==> config.mk <==
export PLATFORM = sky130hd
export DESIGN_NAME = eight_bit_cpu_alu_with_flags_core_flat
export DESIGN_NICKNAME = d
export VERILOG_FILES = /design/src/rtl/ebalu_pkg.sv /design/src/rtl/ebalu_if.sv /design/src/rtl/eight_bit_cpu_alu_with_flags_core.sv /design/src/flat_wrapper.sv
export VERILOG_INCLUDE_DIRS = /design/src /design/src/rtl
export SDC_FILE = /design/constraint.sdc
export NUM_CORES = 1
export LEC_CHECK = 0
export ABC_CLOCK_PERIOD_IN_PS = 8700
export CAP_MARGIN = 20
export CORE_MARGIN = 2
export CORE_UTILIZATION = 55
export CTS_CLUSTER_SIZE = 12
export DETAILED_ROUTE_END_ITERATION = 7
export DONT_BUFFER_PORTS = 1
export GPL_ROUTABILITY_DRIVEN = 0
export HOLD_SLACK_MARGIN = 0.08
export PLACE_DENSITY = 0.81
export SETUP_SLACK_MARGIN = 0.15
export SLEW_MARGIN = 20
export SYNTH_ARGS = -nofsm -noshare
export SYNTH_HDL_FRONTEND = slang
export SYNTH_SLANG_ARGS = --single-unit
==> constraint.sdc <==
create_clock -name i_clk -period 8.7 [get_ports i_clk]
set_input_delay 2.175 -clock i_clk [delete_from_list [all_inputs] [get_ports i_clk]]
set_output_delay 2.175 -clock i_clk [all_outputs]
set_load 0.01 [all_outputs]
==> src/rtl/eight_bit_cpu_alu_with_flags_core_defines.svh <==
// Assertion macros for the 8-bit CPU ALU core.
// Included by the top level; needs nothing else.
`ifndef EIGHT_BIT_CPU_ALU_WITH_FLAGS_CORE_DEFINES_SVH
`define EIGHT_BIT_CPU_ALU_WITH_FLAGS_CORE_DEFINES_SVH

// Same-cycle implication, disabled while reset is held.
`define EBALU_ASSERT_IMPL(label, clk, rst_n, ante, cons, msg) \
    label: assert property (@(posedge clk) disable iff (!rst_n) (ante) |-> (cons)) \
        else $error(msg);

// Next-cycle implication, disabled while reset is held.
`define EBALU_ASSERT_NEXT(label, clk, rst_n, ante, cons, msg) \
    label: assert property (@(posedge clk) disable iff (!rst_n) (ante) |=> (cons)) \
        else $error(msg);

`endif

==> src/rtl/ebalu_pkg.sv <==
// Operation codes, flag positions and pipeline stage payloads of the ALU core.
// Standalone; used by the request interface and the top level.
package ebalu_pkg;

    localparam int unsigned KIND_W = 5;

    localparam logic [KIND_W-1:0] K_ADD    = 5'd0;
    localparam logic [KIND_W-1:0] K_ADC    = 5'd1;
    localparam logic [KIND_W-1:0] K_SUB    = 5'd2;
    localparam logic [KIND_W-1:0] K_SBC    = 5'd3;
    localparam logic [KIND_W-1:0] K_AND    = 5'd4;
    localparam logic [KIND_W-1:0] K_XOR    = 5'd5;
    localparam logic [KIND_W-1:0] K_OR     = 5'd6;
    localparam logic [KIND_W-1:0] K_CP     = 5'd7;
    localparam logic [KIND_W-1:0] K_INC    = 5'd8;
    localparam logic [KIND_W-1:0] K_DEC    = 5'd9;
    localparam logic [KIND_W-1:0] K_RLC    = 5'd10;
    localparam logic [KIND_W-1:0] K_RL     = 5'd11;
    localparam logic [KIND_W-1:0] K_RRC    = 5'd12;
    localparam logic [KIND_W-1:0] K_RR     = 5'd13;
    localparam logic [KIND_W-1:0] K_SLA    = 5'd14;
    localparam logic [KIND_W-1:0] K_SRA    = 5'd15;
    localparam logic [KIND_W-1:0] K_SRL    = 5'd16;
    localparam logic [KIND_W-1:0] K_SWAP   = 5'd17;
    localparam logic [KIND_W-1:0] K_BIT    = 5'd18;
    localparam logic [KIND_W-1:0] K_RES    = 5'd19;
    localparam logic [KIND_W-1:0] K_SET    = 5'd20;
    localparam logic [KIND_W-1:0] K_DAA    = 5'd21;
    localparam logic [KIND_W-1:0] K_CPL    = 5'd22;
    localparam logic [KIND_W-1:0] K_CCF    = 5'd23;
    localparam logic [KIND_W-1:0] K_SCF    = 5'd24;
    localparam logic [KIND_W-1:0] K_ADD16  = 5'd25;
    localparam logic [KIND_W-1:0] K_ADD16S = 5'd26;

    // Flag bit positions
    localparam int unsigned FLAG_Z = 3;
    localparam int unsigned FLAG_N = 2;
    localparam int unsigned FLAG_H = 1;
    localparam int unsigned FLAG_C = 0;

    // Decimal adjust constants
    localparam logic [7:0] DAA_HI_ADJ = 8'h60;
    localparam logic [7:0] DAA_LO_ADJ = 8'h06;
    localparam logic [7:0] DAA_HI_MAX = 8'h99;
    localparam logic [3:0] DAA_LO_MAX = 4'h9;

    typedef logic [KIND_W-1:0] t_kind;

    // Stage 1: captured request plus all adder outputs
    typedef struct packed {
        t_kind       kind;
        logic [15:0] a;
        logic [7:0]  b;
        logic [3:0]  f;
        logic [2:0]  bi;
        logic        cz;
        logic [8:0]  sum9;
        logic        h_add;
        logic [8:0]  diff9;
        logic        h_sub;
        logic [15:0] sum16;
        logic        c16;
        logic        h16;
        logic [15:0] sums16;
        logic        c_s;
        logic        h_s;
    } t_s1;

    // Stage 2: selected result, flags except Z, and how to form Z
    typedef struct packed {
        logic [15:0] res;
        logic [7:0]  zsrc;
        logic        zcalc;
        logic        zfix;
        logic        n;
        logic        h;
        logic        c;
    } t_s2;

endpackage

==> src/rtl/ebalu_if.sv <==
// Request and response channel interfaces of the ALU core.
// The request interface depends on ebalu_pkg for the operation code type.
interface ebalu_req_if;
    logic               valid;
    logic               ready;
    ebalu_pkg::t_kind   kind;
    logic [15:0]        operand_a;
    logic [15:0]        operand_b;
    logic [3:0]         flags_in;
    logic [2:0]         bit_index;
    logic               clear_zero;

    modport source (
        output valid, kind, operand_a, operand_b, flags_in, bit_index, clear_zero,
        input  ready
    );
    modport sink (
        input  valid, kind, operand_a, operand_b, flags_in, bit_index, clear_zero,
        output ready
    );
endinterface

interface ebalu_rsp_if;
    logic        valid;
    logic        ready;
    logic [15:0] result;
    logic [3:0]  flags_out;

    modport source (
        output valid, result, flags_out,
        input  ready
    );
    modport sink (
        input  valid, result, flags_out,
        output ready
    );
endinterface

==> src/rtl/eight_bit_cpu_alu_with_flags_core.sv <==
// 8-bit CPU ALU with Z/N/H/C flags: three-stage pipelined top level.
// Depends on ebalu_pkg, ebalu_if.sv and eight_bit_cpu_alu_with_flags_core_defines.svh.
//
// Usage:
//   i_req carries one request: kind, operand_a, operand_b, flags_in,
//   bit_index and clear_zero. It is taken at a clock edge where valid and
//   ready are both high. o_rsp carries the result and flags_out of each
//   request, in request order, one response per request.
//   Each request passes through three register stages (adders, result
//   select, zero detect) before its response shows on o_rsp. Throughput:
//   one request per cycle while o_rsp.ready is high, each stage taking a
//   new request every clock unless the stall below holds it.
//   Stall: when o_rsp.ready is low the output register holds; earlier
//   stages keep moving until they fill, so empty stages close up and
//   i_req.ready drops only when all three stages hold a request.
//   Reset (i_rst_n low at a clock edge) drops every request in flight;
//   i_req.ready is high again in the first cycle after reset.
`include "eight_bit_cpu_alu_with_flags_core_defines.svh"

module eight_bit_cpu_alu_with_flags_core (
    input  logic                i_clk,
    input  logic                i_rst_n,
    ebalu_req_if.sink           i_req,
    ebalu_rsp_if.source         o_rsp
);

    // ------------------------------------------------------------------
    // Pipeline control: each stage advances when it is empty or the
    // next stage advances.
    // ------------------------------------------------------------------
    logic r_v1, r_v2, r_v3;
    logic en1, en2, en3;

    assign en3 = !r_v3 || o_rsp.ready;
    assign en2 = !r_v2 || en3;
    assign en1 = !r_v1 || en2;

    assign i_req.ready = en1;

    always_ff @(posedge i_clk) begin
        if (!i_rst_n) begin
            r_v1 <= 1'b0;
            r_v2 <= 1'b0;
            r_v3 <= 1'b0;
        end else begin
            if (en1) begin
                r_v1 <= i_req.valid;
            end
            if (en2) begin
                r_v2 <= r_v1;
            end
            if (en3) begin
                r_v3 <= r_v2;
            end
        end
    end

    // ------------------------------------------------------------------
    // Stage 1: capture the request and run every adder in parallel.
    // ------------------------------------------------------------------
    ebalu_pkg::t_s1 n_s1, r_s1;

    logic [7:0]  a8_in, b8_in;
    logic        c_add, c_sub;
    logic [4:0]  nib_add, nib_sub, nib_s;
    logic [16:0] add16_full;
    logic [12:0] add12;
    logic [8:0]  add_lo;

    always_comb begin
        a8_in = i_req.operand_a[7:0];
        b8_in = i_req.operand_b[7:0];
        // carry in only for the with-carry forms
        c_add = (i_req.kind == ebalu_pkg::K_ADC) ? i_req.flags_in[ebalu_pkg::FLAG_C] : 1'b0;
        c_sub = (i_req.kind == ebalu_pkg::K_SBC) ? i_req.flags_in[ebalu_pkg::FLAG_C] : 1'b0;

        nib_add = 5'(i_req.operand_a[3:0]) + 5'(i_req.operand_b[3:0]) + 5'(c_add);
        nib_sub = 5'(i_req.operand_a[3:0]) - 5'(i_req.operand_b[3:0]) - 5'(c_sub);
        nib_s   = 5'(i_req.operand_a[3:0]) + 5'(i_req.operand_b[3:0]);
        add16_full = 17'(i_req.operand_a) + 17'(i_req.operand_b);
        add12   = 13'(i_req.operand_a[11:0]) + 13'(i_req.operand_b[11:0]);
        add_lo  = 9'(a8_in) + 9'(b8_in);

        n_s1.kind   = i_req.kind;
        n_s1.a      = i_req.operand_a;
        n_s1.b      = b8_in;
        n_s1.f      = i_req.flags_in;
        n_s1.bi     = i_req.bit_index;
        n_s1.cz     = i_req.clear_zero;
        n_s1.sum9   = 9'(a8_in) + 9'(b8_in) + 9'(c_add);
        n_s1.h_add  = nib_add[4];
        // borrow shows as bit 8 of the 9-bit difference
        n_s1.diff9  = 9'(a8_in) - 9'(b8_in) - 9'(c_sub);
        n_s1.h_sub  = nib_sub[4];
        n_s1.sum16  = add16_full[15:0];
        n_s1.c16    = add16_full[16];
        n_s1.h16    = add12[12];
        // signed offset add: flags from the unsigned low byte add
        n_s1.sums16 = i_req.operand_a + {{8{b8_in[7]}}, b8_in};
        n_s1.c_s    = add_lo[8];
        n_s1.h_s    = nib_s[4];
    end

    always_ff @(posedge i_clk) begin
        if (en1) begin
            r_s1 <= n_s1;
        end
    end

    // ------------------------------------------------------------------
    // Stage 2: pick the result and the N/H/C flags per operation, and
    // decide how Z is formed.
    // ------------------------------------------------------------------
    ebalu_pkg::t_s2 n_s2, r_s2;

    logic [7:0] a8, lv, v8, sh, mask, daa;
    logic       fz, fn, fh, fc, co, daa_hi, daa_lo;

    always_comb begin
        a8   = r_s1.a[7:0];
        fz   = r_s1.f[ebalu_pkg::FLAG_Z];
        fn   = r_s1.f[ebalu_pkg::FLAG_N];
        fh   = r_s1.f[ebalu_pkg::FLAG_H];
        fc   = r_s1.f[ebalu_pkg::FLAG_C];
        mask = 8'h01 << r_s1.bi;
        lv   = 8'h00;
        v8   = 8'h00;
        sh   = 8'h00;
        co   = 1'b0;

        // decimal adjust
        daa_hi = fc || (a8 > ebalu_pkg::DAA_HI_MAX);
        daa_lo = fh || (a8[3:0] > ebalu_pkg::DAA_LO_MAX);
        if (!fn) begin
            daa = a8 + (daa_hi ? ebalu_pkg::DAA_HI_ADJ : 8'h00)
                     + (daa_lo ? ebalu_pkg::DAA_LO_ADJ : 8'h00);
        end else begin
            daa = a8 - (fc ? ebalu_pkg::DAA_HI_ADJ : 8'h00)
                     - (fh ? ebalu_pkg::DAA_LO_ADJ : 8'h00);
        end

        // defaults: pass operand_a and keep every flag
        n_s2.res   = r_s1.a;
        n_s2.zsrc  = a8;
        n_s2.zcalc = 1'b0;
        n_s2.zfix  = fz;
        n_s2.n     = fn;
        n_s2.h     = fh;
        n_s2.c     = fc;

        case (r_s1.kind)
            ebalu_pkg::K_ADD, ebalu_pkg::K_ADC: begin
                n_s2.res   = {8'h00, r_s1.sum9[7:0]};
                n_s2.zsrc  = r_s1.sum9[7:0];
                n_s2.zcalc = 1'b1;
                n_s2.n     = 1'b0;
                n_s2.h     = r_s1.h_add;
                n_s2.c     = r_s1.sum9[8];
            end
            ebalu_pkg::K_SUB, ebalu_pkg::K_SBC, ebalu_pkg::K_CP: begin
                n_s2.res   = (r_s1.kind == ebalu_pkg::K_CP) ? r_s1.a
                                                            : {8'h00, r_s1.diff9[7:0]};
                n_s2.zsrc  = r_s1.diff9[7:0];
                n_s2.zcalc = 1'b1;
                n_s2.n     = 1'b1;
                n_s2.h     = r_s1.h_sub;
                n_s2.c     = r_s1.diff9[8];
            end
            ebalu_pkg::K_AND, ebalu_pkg::K_XOR, ebalu_pkg::K_OR: begin
                if (r_s1.kind == ebalu_pkg::K_AND) begin
                    lv = a8 & r_s1.b;
                end else if (r_s1.kind == ebalu_pkg::K_XOR) begin
                    lv = a8 ^ r_s1.b;
                end else begin
                    lv = a8 | r_s1.b;
                end
                n_s2.res   = {8'h00, lv};
                n_s2.zsrc  = lv;
                n_s2.zcalc = 1'b1;
                n_s2.n     = 1'b0;
                n_s2.h     = (r_s1.kind == ebalu_pkg::K_AND);
                n_s2.c     = 1'b0;
            end
            ebalu_pkg::K_INC: begin
                v8         = a8 + 8'h01;
                n_s2.res   = {8'h00, v8};
                n_s2.zsrc  = v8;
                n_s2.zcalc = 1'b1;
                n_s2.n     = 1'b0;
                n_s2.h     = (a8[3:0] == 4'hF);
            end
            ebalu_pkg::K_DEC: begin
                v8         = a8 - 8'h01;
                n_s2.res   = {8'h00, v8};
                n_s2.zsrc  = v8;
                n_s2.zcalc = 1'b1;
                n_s2.n     = 1'b1;
                n_s2.h     = (a8[3:0] == 4'h0);
            end
            ebalu_pkg::K_RLC, ebalu_pkg::K_RL, ebalu_pkg::K_RRC, ebalu_pkg::K_RR,
            ebalu_pkg::K_SLA, ebalu_pkg::K_SRA, ebalu_pkg::K_SRL: begin
                case (r_s1.kind)
                    ebalu_pkg::K_RLC: begin sh = {a8[6:0], a8[7]}; co = a8[7]; end
                    ebalu_pkg::K_RL:  begin sh = {a8[6:0], fc};    co = a8[7]; end
                    ebalu_pkg::K_RRC: begin sh = {a8[0], a8[7:1]}; co = a8[0]; end
                    ebalu_pkg::K_RR:  begin sh = {fc, a8[7:1]};    co = a8[0]; end
                    ebalu_pkg::K_SLA: begin sh = {a8[6:0], 1'b0};  co = a8[7]; end
                    ebalu_pkg::K_SRA: begin sh = {a8[7], a8[7:1]}; co = a8[0]; end
                    default:          begin sh = {1'b0, a8[7:1]};  co = a8[0]; end
                endcase
                n_s2.res  = {8'h00, sh};
                n_s2.zsrc = sh;
                // accumulator rotate forms may force Z clear
                n_s2.zcalc = !(r_s1.cz && (r_s1.kind == ebalu_pkg::K_RLC ||
                                           r_s1.kind == ebalu_pkg::K_RL  ||
                                           r_s1.kind == ebalu_pkg::K_RRC ||
                                           r_s1.kind == ebalu_pkg::K_RR));
                n_s2.zfix = 1'b0;
                n_s2.n    = 1'b0;
                n_s2.h    = 1'b0;
                n_s2.c    = co;
            end
            ebalu_pkg::K_SWAP: begin
                n_s2.res   = {8'h00, a8[3:0], a8[7:4]};
                n_s2.zsrc  = a8;
                n_s2.zcalc = 1'b1;
                n_s2.n     = 1'b0;
                n_s2.h     = 1'b0;
                n_s2.c     = 1'b0;
            end
            ebalu_pkg::K_BIT: begin
                n_s2.zfix = !a8[r_s1.bi];
                n_s2.n    = 1'b0;
                n_s2.h    = 1'b1;
            end
            ebalu_pkg::K_RES: begin
                n_s2.res = {8'h00, a8 & ~mask};
            end
            ebalu_pkg::K_SET: begin
                n_s2.res = {8'h00, a8 | mask};
            end
            ebalu_pkg::K_DAA: begin
                n_s2.res   = {8'h00, daa};
                n_s2.zsrc  = daa;
                n_s2.zcalc = 1'b1;
                n_s2.h     = 1'b0;
                n_s2.c     = fn ? fc : daa_hi;
            end
            ebalu_pkg::K_CPL: begin
                n_s2.res = {8'h00, ~a8};
                n_s2.n   = 1'b1;
                n_s2.h   = 1'b1;
            end
            ebalu_pkg::K_CCF: begin
                n_s2.n = 1'b0;
                n_s2.h = 1'b0;
                n_s2.c = !fc;
            end
            ebalu_pkg::K_SCF: begin
                n_s2.n = 1'b0;
                n_s2.h = 1'b0;
                n_s2.c = 1'b1;
            end
            ebalu_pkg::K_ADD16: begin
                n_s2.res = r_s1.sum16;
                n_s2.n   = 1'b0;
                n_s2.h   = r_s1.h16;
                n_s2.c   = r_s1.c16;
            end
            ebalu_pkg::K_ADD16S: begin
                n_s2.res  = r_s1.sums16;
                n_s2.zfix = 1'b0;
                n_s2.n    = 1'b0;
                n_s2.h    = r_s1.h_s;
                n_s2.c    = r_s1.c_s;
            end
            default: begin
                // unused codes pass operand_a and the flags unchanged
            end
        endcase
    end

    always_ff @(posedge i_clk) begin
        if (en2) begin
            r_s2 <= n_s2;
        end
    end

    // ------------------------------------------------------------------
    // Stage 3: zero detect and flag assembly into the output register.
    // ------------------------------------------------------------------
    logic [15:0] r_res;
    logic [3:0]  r_flags;
    logic [3:0]  n_flags;

    always_comb begin
        n_flags = 4'h0;
        n_flags[ebalu_pkg::FLAG_Z] = r_s2.zcalc ? (r_s2.zsrc == 8'h00) : r_s2.zfix;
        n_flags[ebalu_pkg::FLAG_N] = r_s2.n;
        n_flags[ebalu_pkg::FLAG_H] = r_s2.h;
        n_flags[ebalu_pkg::FLAG_C] = r_s2.c;
    end

    always_ff @(posedge i_clk) begin
        if (en3) begin
            r_res   <= r_s2.res;
            r_flags <= n_flags;
        end
    end

    assign o_rsp.valid     = r_v3;
    assign o_rsp.result    = r_res;
    assign o_rsp.flags_out = r_flags;

    // ------------------------------------------------------------------
    // Assertions
    // ------------------------------------------------------------------
    `EBALU_ASSERT_NEXT(a_accept_fills_s1, i_clk, i_rst_n,
        i_req.valid && i_req.ready, r_v1, "accepted request did not reach stage 1")
    `EBALU_ASSERT_IMPL(a_empty_s1_ready, i_clk, i_rst_n,
        !r_v1, i_req.ready, "request refused while stage 1 is empty")
    `EBALU_ASSERT_NEXT(a_s2_holds, i_clk, i_rst_n,
        r_v2 && !en2, r_v2 && $stable(r_s2), "stalled stage 2 lost or changed its request")

endmodule

==> src/flat_wrapper.sv <==
// flat-port wrapper written by rule: the top's interface ports become plain ports
module eight_bit_cpu_alu_with_flags_core_flat 
  (i_clk, i_rst_n, i_req_valid, i_req_kind, i_req_operand_a, i_req_operand_b, i_req_flags_in, i_req_bit_index, i_req_clear_zero, i_req_ready, o_rsp_valid, o_rsp_result, o_rsp_flags_out, o_rsp_ready);
  ebalu_req_if i_req_i ();
  ebalu_rsp_if o_rsp_i ();
  input  logic i_clk;
  input  logic i_rst_n;
  input wire logic [$bits(i_req_i.valid)-1:0] i_req_valid;
  input wire logic [$bits(i_req_i.kind)-1:0] i_req_kind;
  input wire logic [$bits(i_req_i.operand_a)-1:0] i_req_operand_a;
  input wire logic [$bits(i_req_i.operand_b)-1:0] i_req_operand_b;
  input wire logic [$bits(i_req_i.flags_in)-1:0] i_req_flags_in;
  input wire logic [$bits(i_req_i.bit_index)-1:0] i_req_bit_index;
  input wire logic [$bits(i_req_i.clear_zero)-1:0] i_req_clear_zero;
  output wire logic [$bits(i_req_i.ready)-1:0] i_req_ready;
  output wire logic [$bits(o_rsp_i.valid)-1:0] o_rsp_valid;
  output wire logic [$bits(o_rsp_i.result)-1:0] o_rsp_result;
  output wire logic [$bits(o_rsp_i.flags_out)-1:0] o_rsp_flags_out;
  input wire logic [$bits(o_rsp_i.ready)-1:0] o_rsp_ready;
  assign i_req_i.valid = i_req_valid;
  assign i_req_i.kind = i_req_kind;
  assign i_req_i.operand_a = i_req_operand_a;
  assign i_req_i.operand_b = i_req_operand_b;
  assign i_req_i.flags_in = i_req_flags_in;
  assign i_req_i.bit_index = i_req_bit_index;
  assign i_req_i.clear_zero = i_req_clear_zero;
  assign i_req_ready = i_req_i.ready;
  assign o_rsp_valid = o_rsp_i.valid;
  assign o_rsp_result = o_rsp_i.result;
  assign o_rsp_flags_out = o_rsp_i.flags_out;
  assign o_rsp_i.ready = o_rsp_ready;
  eight_bit_cpu_alu_with_flags_core u_core (.i_clk(i_clk), .i_rst_n(i_rst_n), .i_req(i_req_i), .o_rsp(o_rsp_i));
endmodule
==> metrics.csv, run 1 <==
stage;metric;value;unit
outcome;status;finished clean;
logic_synthesis;Syn. warnings;0;
cells_and_area;Ant. Diodes;0;
sta;Setup TNS;0;ps
critical_path;Crit Reg-Reg Startpoint;u_core.a8[0]$_DFFE_PP_;
logic_synthesis;Avg Inst Size Synth;10.48;µm²
floorplan;chip height;133.6;µm
flow_run;Max-Cap Viols;0;
clock_network;# Post-CTS Setup Buffers;0;
logic_synthesis;synthesized cell area;9231;µm²
critical_path;CP top delay family;simple AND/OR/NAND/NOR gates;
clock_network;H-Tree Depth;4;
cells_and_area;Layout Cells excl Fill;1101;
critical_path;worst reg2reg path endpoint;u_core.r_s2[15]$_DFFE_PP_;
cells_and_area;layout cells sized above 1;8.173;%
global_route;grt met3 use;6.697;%
sta;final hold vios;0;
critical_path;CP required;6530;ps
critical_path;Setup crit end;i_req_ready;
placed_design;worst slack, placed;3750;ps
critical_path;Setup CP Type;in -> out;
clock_network;Post-CTS Resized;0;
global_route;gr usage total;26.35;%
critical_path;Worst R2R Setup Slack;4060;ps
cells_and_area;fin nets;994;
sta;upper clock frequency limit;203.5;MHz
route;DRC violations left;0;
pwr;peak supply drop;0.1361;mV
critical_path;crit path from;o_rsp_ready;
sta;final setup margin;3787;ps
critical_path;crit path max fanout;8;
floorplan;Core Area;16470;µm²
sta;measured slew at the worst slew-check pin;1107;ps
route;initial drt markers;866;
placed_design;Cell Count Post-Placement;1070;
clock_network;CTS tree;done;
critical_path;R2R depth;11;
sta;period utilization;56.48;%
logic_synthesis;Top FF cell, synth;edfxtp_1;
cells_and_area;Final Cell Area;9990;µm²
clock_network;hold buffer count at CTS;0;
sta;Final min period;4913;ps
critical_path;stages on the worst setup path;2;
global_route;largest net degree at the start of global routing;81;
clock_network;Sink Count;137;
logic_synthesis;post-synthesis sequential area ratio;44.24;%
sta;normalized max-slew margin;24.32;%
sta;count of final max-slew check failures;0;
global_route;grt total ovfl;0;
cells_and_area;Core Util, Final;60.67;%
floorplan;Die X;133.6;µm
floorplan;Ports;71;
pwr;leakage dissipation;3.953;nW
route;Via density;6.469;
cells_and_area;commonest non-fill, non-tap cell in the layout;edfxtp_1;
global_route;antenna violations before repair;0;
logic_synthesis;Synth Net Count;1006;
floorplan;die area;17840;µm²
sta;RSZ-0062 raised after global routing;false;
global_route;met2 usage;43.36;%
critical_path;Crit path largest cell delay;360;ps
logic_synthesis;Post-Syn Instances;881;
logic_synthesis;share of the synthesized area in the top cell type;43.59;%
clock_network;Max Buffers Root-to-Sink;2;
floorplan;initial core utilization;56.06;%
logic_synthesis;post-synthesis cell type count;91;
global_route;Top Usage Layer GRT;met2;
global_route;vias in the first global route;6746;
critical_path;crit path launch type;input port;
logic_synthesis;FFs w/ async S/R, synth;0;%
global_route;met1 GRT Util;32.54;%
cells_and_area;area grow syn2layout;8.214;%
placed_design;detailed placement HPWL;16320;µm
cells_and_area;fill count;1312;
route;Routed Antenna Nets;0;
route;1st-pass router iterations;7;
critical_path;Critical Path Sink Type;output pin;
floorplan;std cell rows;47;
route;routed wire length;22970;µm
sta;final setup fails;0;
placed_design;area post-placement;9390;µm²
logic_synthesis;ranking of synthesized cells by area;edfxtp_1 44%, ha_1 9.8%, xnor2_1 3.0%;
pwr;Pwr per Cell Area;195.1;nW/µm²
sta;Final Skew;10.06;ps
clock_network;CTS Buf Count;17;
placed_design;port bufs;0;
route;Routed WL per cell;20.86;µm
route;vias;7122;
cells_and_area;most frequent cells in the layout;134 x edfxtp_1, 73 x nor2_1, 72 x ha_1;
critical_path;CP Buf/Inv Count;0;
logic_synthesis;Yosys top cell by area;edfxtp_1;
clock_network;Skew-Pair Late Insertion Delay;430;ps
global_route;first-pass GRT wire length;36250;µm
critical_path;slowest CP cell;nor2b_1;
logic_synthesis;Post-synth EDFFs;134;
clock_network;CTS root buf;clkbuf_16;
critical_path;critical path cell sequence;nor2b_1 -> nand3_4;
clock_network;Worst-path clk slew;60;ps
logic_synthesis;Yosys reg bits;137;
min_path;Hold Path Class;reg -> reg;
critical_path;Worst Path Arrival;2740;ps
-- area by class of cell --
cell class / instances / area, µm² / area share (%)
Multi-Input combinational cell: 636 / 4716 / 47.21
Clock inverter: 13 / 170.2 / 1.703
Clock buffer: 18 / 429.2 / 4.296
Sequential cell: 137 / 4084 / 40.88
Tap cell: 220 / 275.3 / 2.756
Inverter: 70 / 262.8 / 2.630
Timing Repair Buffer: 7 / 52.55 / 0.5261
-- worst min path at each step --
stage	start	to	slack [ps]	depth (start not counted)
after floorplan	u_core.n_flags[0]$_DFFE_PP_	u_core.o_rsp.flags_out[0]$_DFFE_PP_	400	0
after global placement	u_core.n_flags[2]$_DFFE_PP_	u_core.o_rsp.flags_out[2]$_DFFE_PP_	400	0
after detailed placement	u_core.r_s2[23]$_DFFE_PP_	u_core.o_rsp.result[10]$_DFFE_PP_	400	0
after CTS	u_core.r_s2[14]$_DFFE_PP_	u_core.o_rsp.result[1]$_DFFE_PP_	420	0
after global routing	u_core.r_s2[14]$_DFFE_PP_	u_core.o_rsp.result[1]$_DFFE_PP_	420	0
final	u_core.r_s2[14]$_DFFE_PP_	u_core.o_rsp.result[1]$_DFFE_PP_	410	0
-- registers in the layout, summed over array words and instances (netlist names), 3 cells and up --
signal,count
u_core.n_flags,3
u_core.a8,8
u_core.o_rsp.result,16
u_core.r_s2,26
u_core.o_rsp.flags_out,4
u_core.r_s1,73
-- per-stage QoR --
stage | hold slack [ps] | power [W]
after global routing | 419.1 | 0.002021
after floorplan | 400.3 | 0.001119
after CTS | 416.7 | 0.001946
after detailed placement | 404.5 | 0.001210
after global placement | 402.2 | 0.001196
final | 413.6 | 0.001949
-- metal layers --
layer | vias up | part of all wire, %
met4 | 0 | 5.0
met2 | 397 | 47
li1 | 3299 | -
met1 | 3330 | 39
met3 | 96 | 8.5
met5 | - | 0
-- report_power, final --
| part | internal (W) | switching (W) |
|---|---|---|
| sequential | 0.000833 | 0.0000676 |
| clock | 0.000453 | 0.000287 |
| combinational | 0.000126 | 0.000183 |
-- cell families (layout without fill, tap and decap cells) --
| group | Yosys count | count (layout) | share of synthesized area [%] |
|---|---|---|---|
| compound gates | 237 | 237 | 18.12 |
| xor+xnor | 45 | 45 | 4.269 |
| fa+ha+maj | 76 | 76 | 10.63 |
| buf+inv | 108 | 108 | 4.839 |
| flops | 137 | 137 | 44.24 |
| mux | 25 | 25 | 3.144 |
| simple gates | 253 | 253 | 14.76 |
-- Yosys cell counts (all sizes together) (3+ instances only) --
library cell,instances
a221oi,9
a22o,10
or2,6
a21oi,50
nand2b,8
o22ai,10
dfxtp,3
and3b,5
nand2,50
a21boi,4
nor2b,14
nor3b,9
a41oi,3
inv,69
a22oi,15
a21o,13
ha,72
or3,7
clkbuf,14
xor2,13
nand4,3
or4,4
buf,24
nor3,23
a311oi,3
nor2,74
mux2i,21
edfxtp,134
nand3b,5
a31oi,10
o21a,7
a32oi,4
o311a,3
fa,4
nor4,9
a211oi,5
o21bai,6
a211o,3
nand3,26
o21ai,41
o221ai,9
o211ai,7
xnor2,32
a2111oi,7
Power figures use the tool's default switching activity.
==> run 2, diff against run 1 <==
--- a/config.mk
+++ b/config.mk
@@ -6,7 +6,8 @@
 export SDC_FILE = /design/constraint.sdc
 export NUM_CORES = 1
 export LEC_CHECK = 0
-export ABC_CLOCK_PERIOD_IN_PS = 8700
+export ABC_AREA = 1
+export ABC_CLOCK_PERIOD_IN_PS = 4300
 export CAP_MARGIN = 20
 export CORE_MARGIN = 2
 export CORE_UTILIZATION = 55
@@ -15,7 +16,7 @@
 export DONT_BUFFER_PORTS = 1
 export GPL_ROUTABILITY_DRIVEN = 0
 export HOLD_SLACK_MARGIN = 0.08
-export PLACE_DENSITY = 0.81
+export PLACE_DENSITY = 0.84
 export SETUP_SLACK_MARGIN = 0.15
 export SLEW_MARGIN = 20
 export SYNTH_ARGS = -nofsm -noshare
==> constraint.sdc (replaced) <==
create_clock -name i_clk -period 4.3 [get_ports i_clk]
set_input_delay 1.075 -clock i_clk [delete_from_list [all_inputs] [get_ports i_clk]]
set_output_delay 1.075 -clock i_clk [all_outputs]
set_load 0.01 [all_outputs]
==> run 2 against run 1 <==
The run now ends with DRC left. Clock skew shrank 1.0 ps. Utilization rose by 1.1 points. Design area rose by 2.9%. Synthesized area grew 1.8%. Critical path depth increased by 14. Highest routed layer is now met5. Total power up 110%. Worst hold slack better by 5.8 ps. Sequential share of layout area fell by 1.2 points. Synthesized cell count up 31%. Setup slack got worse by 3200 ps. Global-route usage is 4.3 points higher. Clock power grew 110%.
==> metrics.csv, run 2 <==
stage;metric;value;unit
route;routed wire length;26430;µm
logic_synthesis;ranking of synthesized cells by area;edfxtp_1 43%, nand2_1 12%, ha_1 9.6%;
logic_synthesis;Yosys top cell by area;edfxtp_1;
sta;final setup fails;0;
cells_and_area;fin nets;1283;
clock_network;Worst-path clk slew;60;ps
cells_and_area;fill count;1327;
logic_synthesis;most common cell in the netlist;nand2_1;
clock_network;CTS tree;done;
route;1st-pass router iterations;8;
route;vias;8544;
logic_synthesis;Syn. warnings;0;
sta;normalized max-slew margin;35.36;%
logic_synthesis;share of the synthesized area in the top cell type;42.82;%
flow_run;Max-Cap Viols;0;
critical_path;Setup CP Type;reg -> reg;
global_route;grt total ovfl;0;
clock_network;Sink Count;137;
route;Via density;6.142;
floorplan;std cell rows;47;
logic_synthesis;synth cell count leaders;301 x nand2_1, 142 x nor2_1, 134 x edfxtp_1;
floorplan;Ports;71;
logic_synthesis;post-synthesis sequential area ratio;43.46;%
logic_synthesis;Avg Inst Size Synth;8.157;µm²
critical_path;R2R depth;16;
sta;measured slew at the worst slew-check pin;969.7;ps
pwr;Pwr per Cell Area;390.6;nW/µm²
cells_and_area;commonest non-fill, non-tap cell in the layout;nand2_1;
logic_synthesis;post-synthesis cell type count;48;
floorplan;initial core utilization;56.46;%
route;WL met3;2915;µm
route;met2 WL;12370;µm
route;Routed WL per cell;19.00;µm
sta;final hold vios;0;
clock_network;H-Tree Depth;4;
clock_network;CTS root buf;clkbuf_16;
critical_path;crit path from;u_core.a8[1]$_DFFE_PP_;
min_path;Hold Path Class;reg -> reg;
logic_synthesis;synthesized cell area;9397;µm²
sta;period utilization;85.73;%
global_route;antenna violations before repair;1;
route;met1 wire length;9670;µm
global_route;first-pass GRT wire length;42570;µm
cells_and_area;layout cells sized above 1;6.063;%
logic_synthesis;FFs w/ async S/R, synth;0;%
min_path;hold_sp;u_core.r_s2[17]$_DFFE_PP_;
sta;Final min period;3687;ps
floorplan;Core Area;16640;µm²
cells_and_area;Most flops, register;u_core.r_s1;
clock_network;Post-CTS Resized;0;
sta;Final Skew;9.040;ps
outcome;status;complete, but fails checks;
placed_design;Cell Count Post-Placement;1358;
cells_and_area;max FFs per register;73;
cells_and_area;most frequent cells in the layout;300 x nand2_1, 142 x nor2_1, 134 x edfxtp_1;
clock_network;Skew-Pair Late Insertion Delay;440;ps
clock_network;# Post-CTS Setup Buffers;0;
logic_synthesis;Synth Net Count;1277;
global_route;vias in the first global route;8125;
critical_path;crit path launch type;flop;
floorplan;Die X;134.7;µm
logic_synthesis;Top FF cell, synth;edfxtp_1;
sta;upper clock frequency limit;271.3;MHz
placed_design;detailed placement HPWL;19230;µm
clock_network;Max Buffers Root-to-Sink;2;
route;DRC violations left;82;
sta;Setup TNS;0;ps
cells_and_area;Layout Cells excl Fill;1391;
sta;RSZ-0062 raised after global routing;false;
critical_path;CP required;4500;ps
cells_and_area;Ant. Diodes;0;
sta;count of final max-slew check failures;0;
route;initial drt markers;1385;
logic_synthesis;Post-Syn Instances;1152;
global_route;largest net degree at the start of global routing;79;
critical_path;crit path max fanout;11;
cells_and_area;area grow syn2layout;9.441;%
route;Max Used Layer;met5;
global_route;gr usage total;30.69;%
logic_synthesis;Yosys reg bits;137;
logic_synthesis;Post-synth EDFFs;134;
floorplan;die area;18150;µm²
critical_path;Critical Path Sink Type;flop;
route;Routed Antenna Nets;0;
clock_network;hold buffer count at CTS;0;
critical_path;Worst Path Arrival;3880;ps
clock_network;CTS Buf Count;17;
placed_design;port bufs;0;
floorplan;chip height;134.7;µm
pwr;leakage dissipation;4.843;nW
outcome;failing checks;DRC;
critical_path;Crit Reg-Reg Startpoint;u_core.a8[1]$_DFFE_PP_;
min_path;Min-Delay Path Depth;0;
pwr;peak supply drop;0.3070;mV
==> run 2: cell types whose count changed in the layout (fill, tap and decap cells not counted), moves of 9 or more <==
cell / change
nor3_1: -10
a31oi_1: -9
a22o_1: -10
nor2_1: +69
inv_1: +59
mux2i_1: -20
a21o_1: -9
nand4_1: +16
nand3_1: +64
xor2_1: +16
nor2b_1: -14
nand2_1: +252
xnor2_1: -27
==> run 2: per-stage QoR <==
stage	util [%]	cell area, µm²	total power [W]	hold WS (ps)	setup WS (ps)
2_1_floorplan	-	9399	0.002250	400.3	370.0
3_3_place_gp	57.82	9623	0.002401	401.6	973.3
3_5_place_dp	57.82	9623	0.002436	404.5	780.5
4_1_cts	61.63	10260	0.004008	420.3	762.3
5_1_grt	61.79	10280	0.004169	430.3	248.3
6_report	61.79	10280	0.004016	419.3	613.5
==> run 2: layer usage <==
| layer | vias to the layer above | track usage (%) |
|---|---|---|
| met5 | - | 0 |
| met1 | 3896 | 37.85 |
| met4 | 2 | 16.37 |
| met3 | 140 | 8.258 |
| met2 | 612 | 49.32 |
| li1 | 3894 | - |
==> run 2: kinds of logic (layout without fill, tap and decap cells) <==
| kind of cell | after synthesis | count (layout) | synth area share [%] |
|---|---|---|---|
| xor+xnor | 35 | 35 | 3.342 |
| flops | 137 | 137 | 43.46 |
| compound gates | 153 | 153 | 9.561 |
| buf+inv | 159 | 178 | 6.671 |
| simple gates | 592 | 592 | 26.52 |
| fa+ha+maj | 76 | 76 | 10.44 |
==> run 2: path summary, 6_finish.rpt <==
check                                          end  slack [ps]
setup / recovery         u_core.r_s2[20]$_DFFE_PP_         610
hold / removal    u_core.o_rsp.result[4]$_DFFE_PP_         420
hold reg to reg   u_core.o_rsp.result[4]$_DFFE_PP_         420
setup reg to reg         u_core.r_s2[20]$_DFFE_PP_         610
==> run 2: final cells by class <==
cell class	count	area, µm²	area share (%)
multi-input combinational	856	4693	45.64
sequential	137	4084	39.71
timing repair buffer	8	80.08	0.7787
clock buffer	17	425.4	4.137
tap	220	275.3	2.677
inverter	138	518.0	5.037
clock inverter	15	207.7	2.020
==> run 2: worst max-delay path, cell delays in order, from the launching register on <==
cell,delay (ps)
edfxtp_1,620
clkinv_1,410
ha_1,380
inv_1,80
nor2_1,50
a211oi_1,260
a21boi_0,120
o21ai_0,380
ha_1,360
a21oi_1,200
a21oi_1,90
nor2_1,130
nor2_1,40
nand2_1,60
nand2_1,70
nor2_1,130
nor2_1,50
==> run 2: power by group <==
group / switching, W / internal (W) / total [W]
Combinational: 0.000418 / 0.000215 / 0.000633
Sequential: 0.000117 / 0.00169 / 0.00181
Clock: 0.000636 / 0.000937 / 0.00157
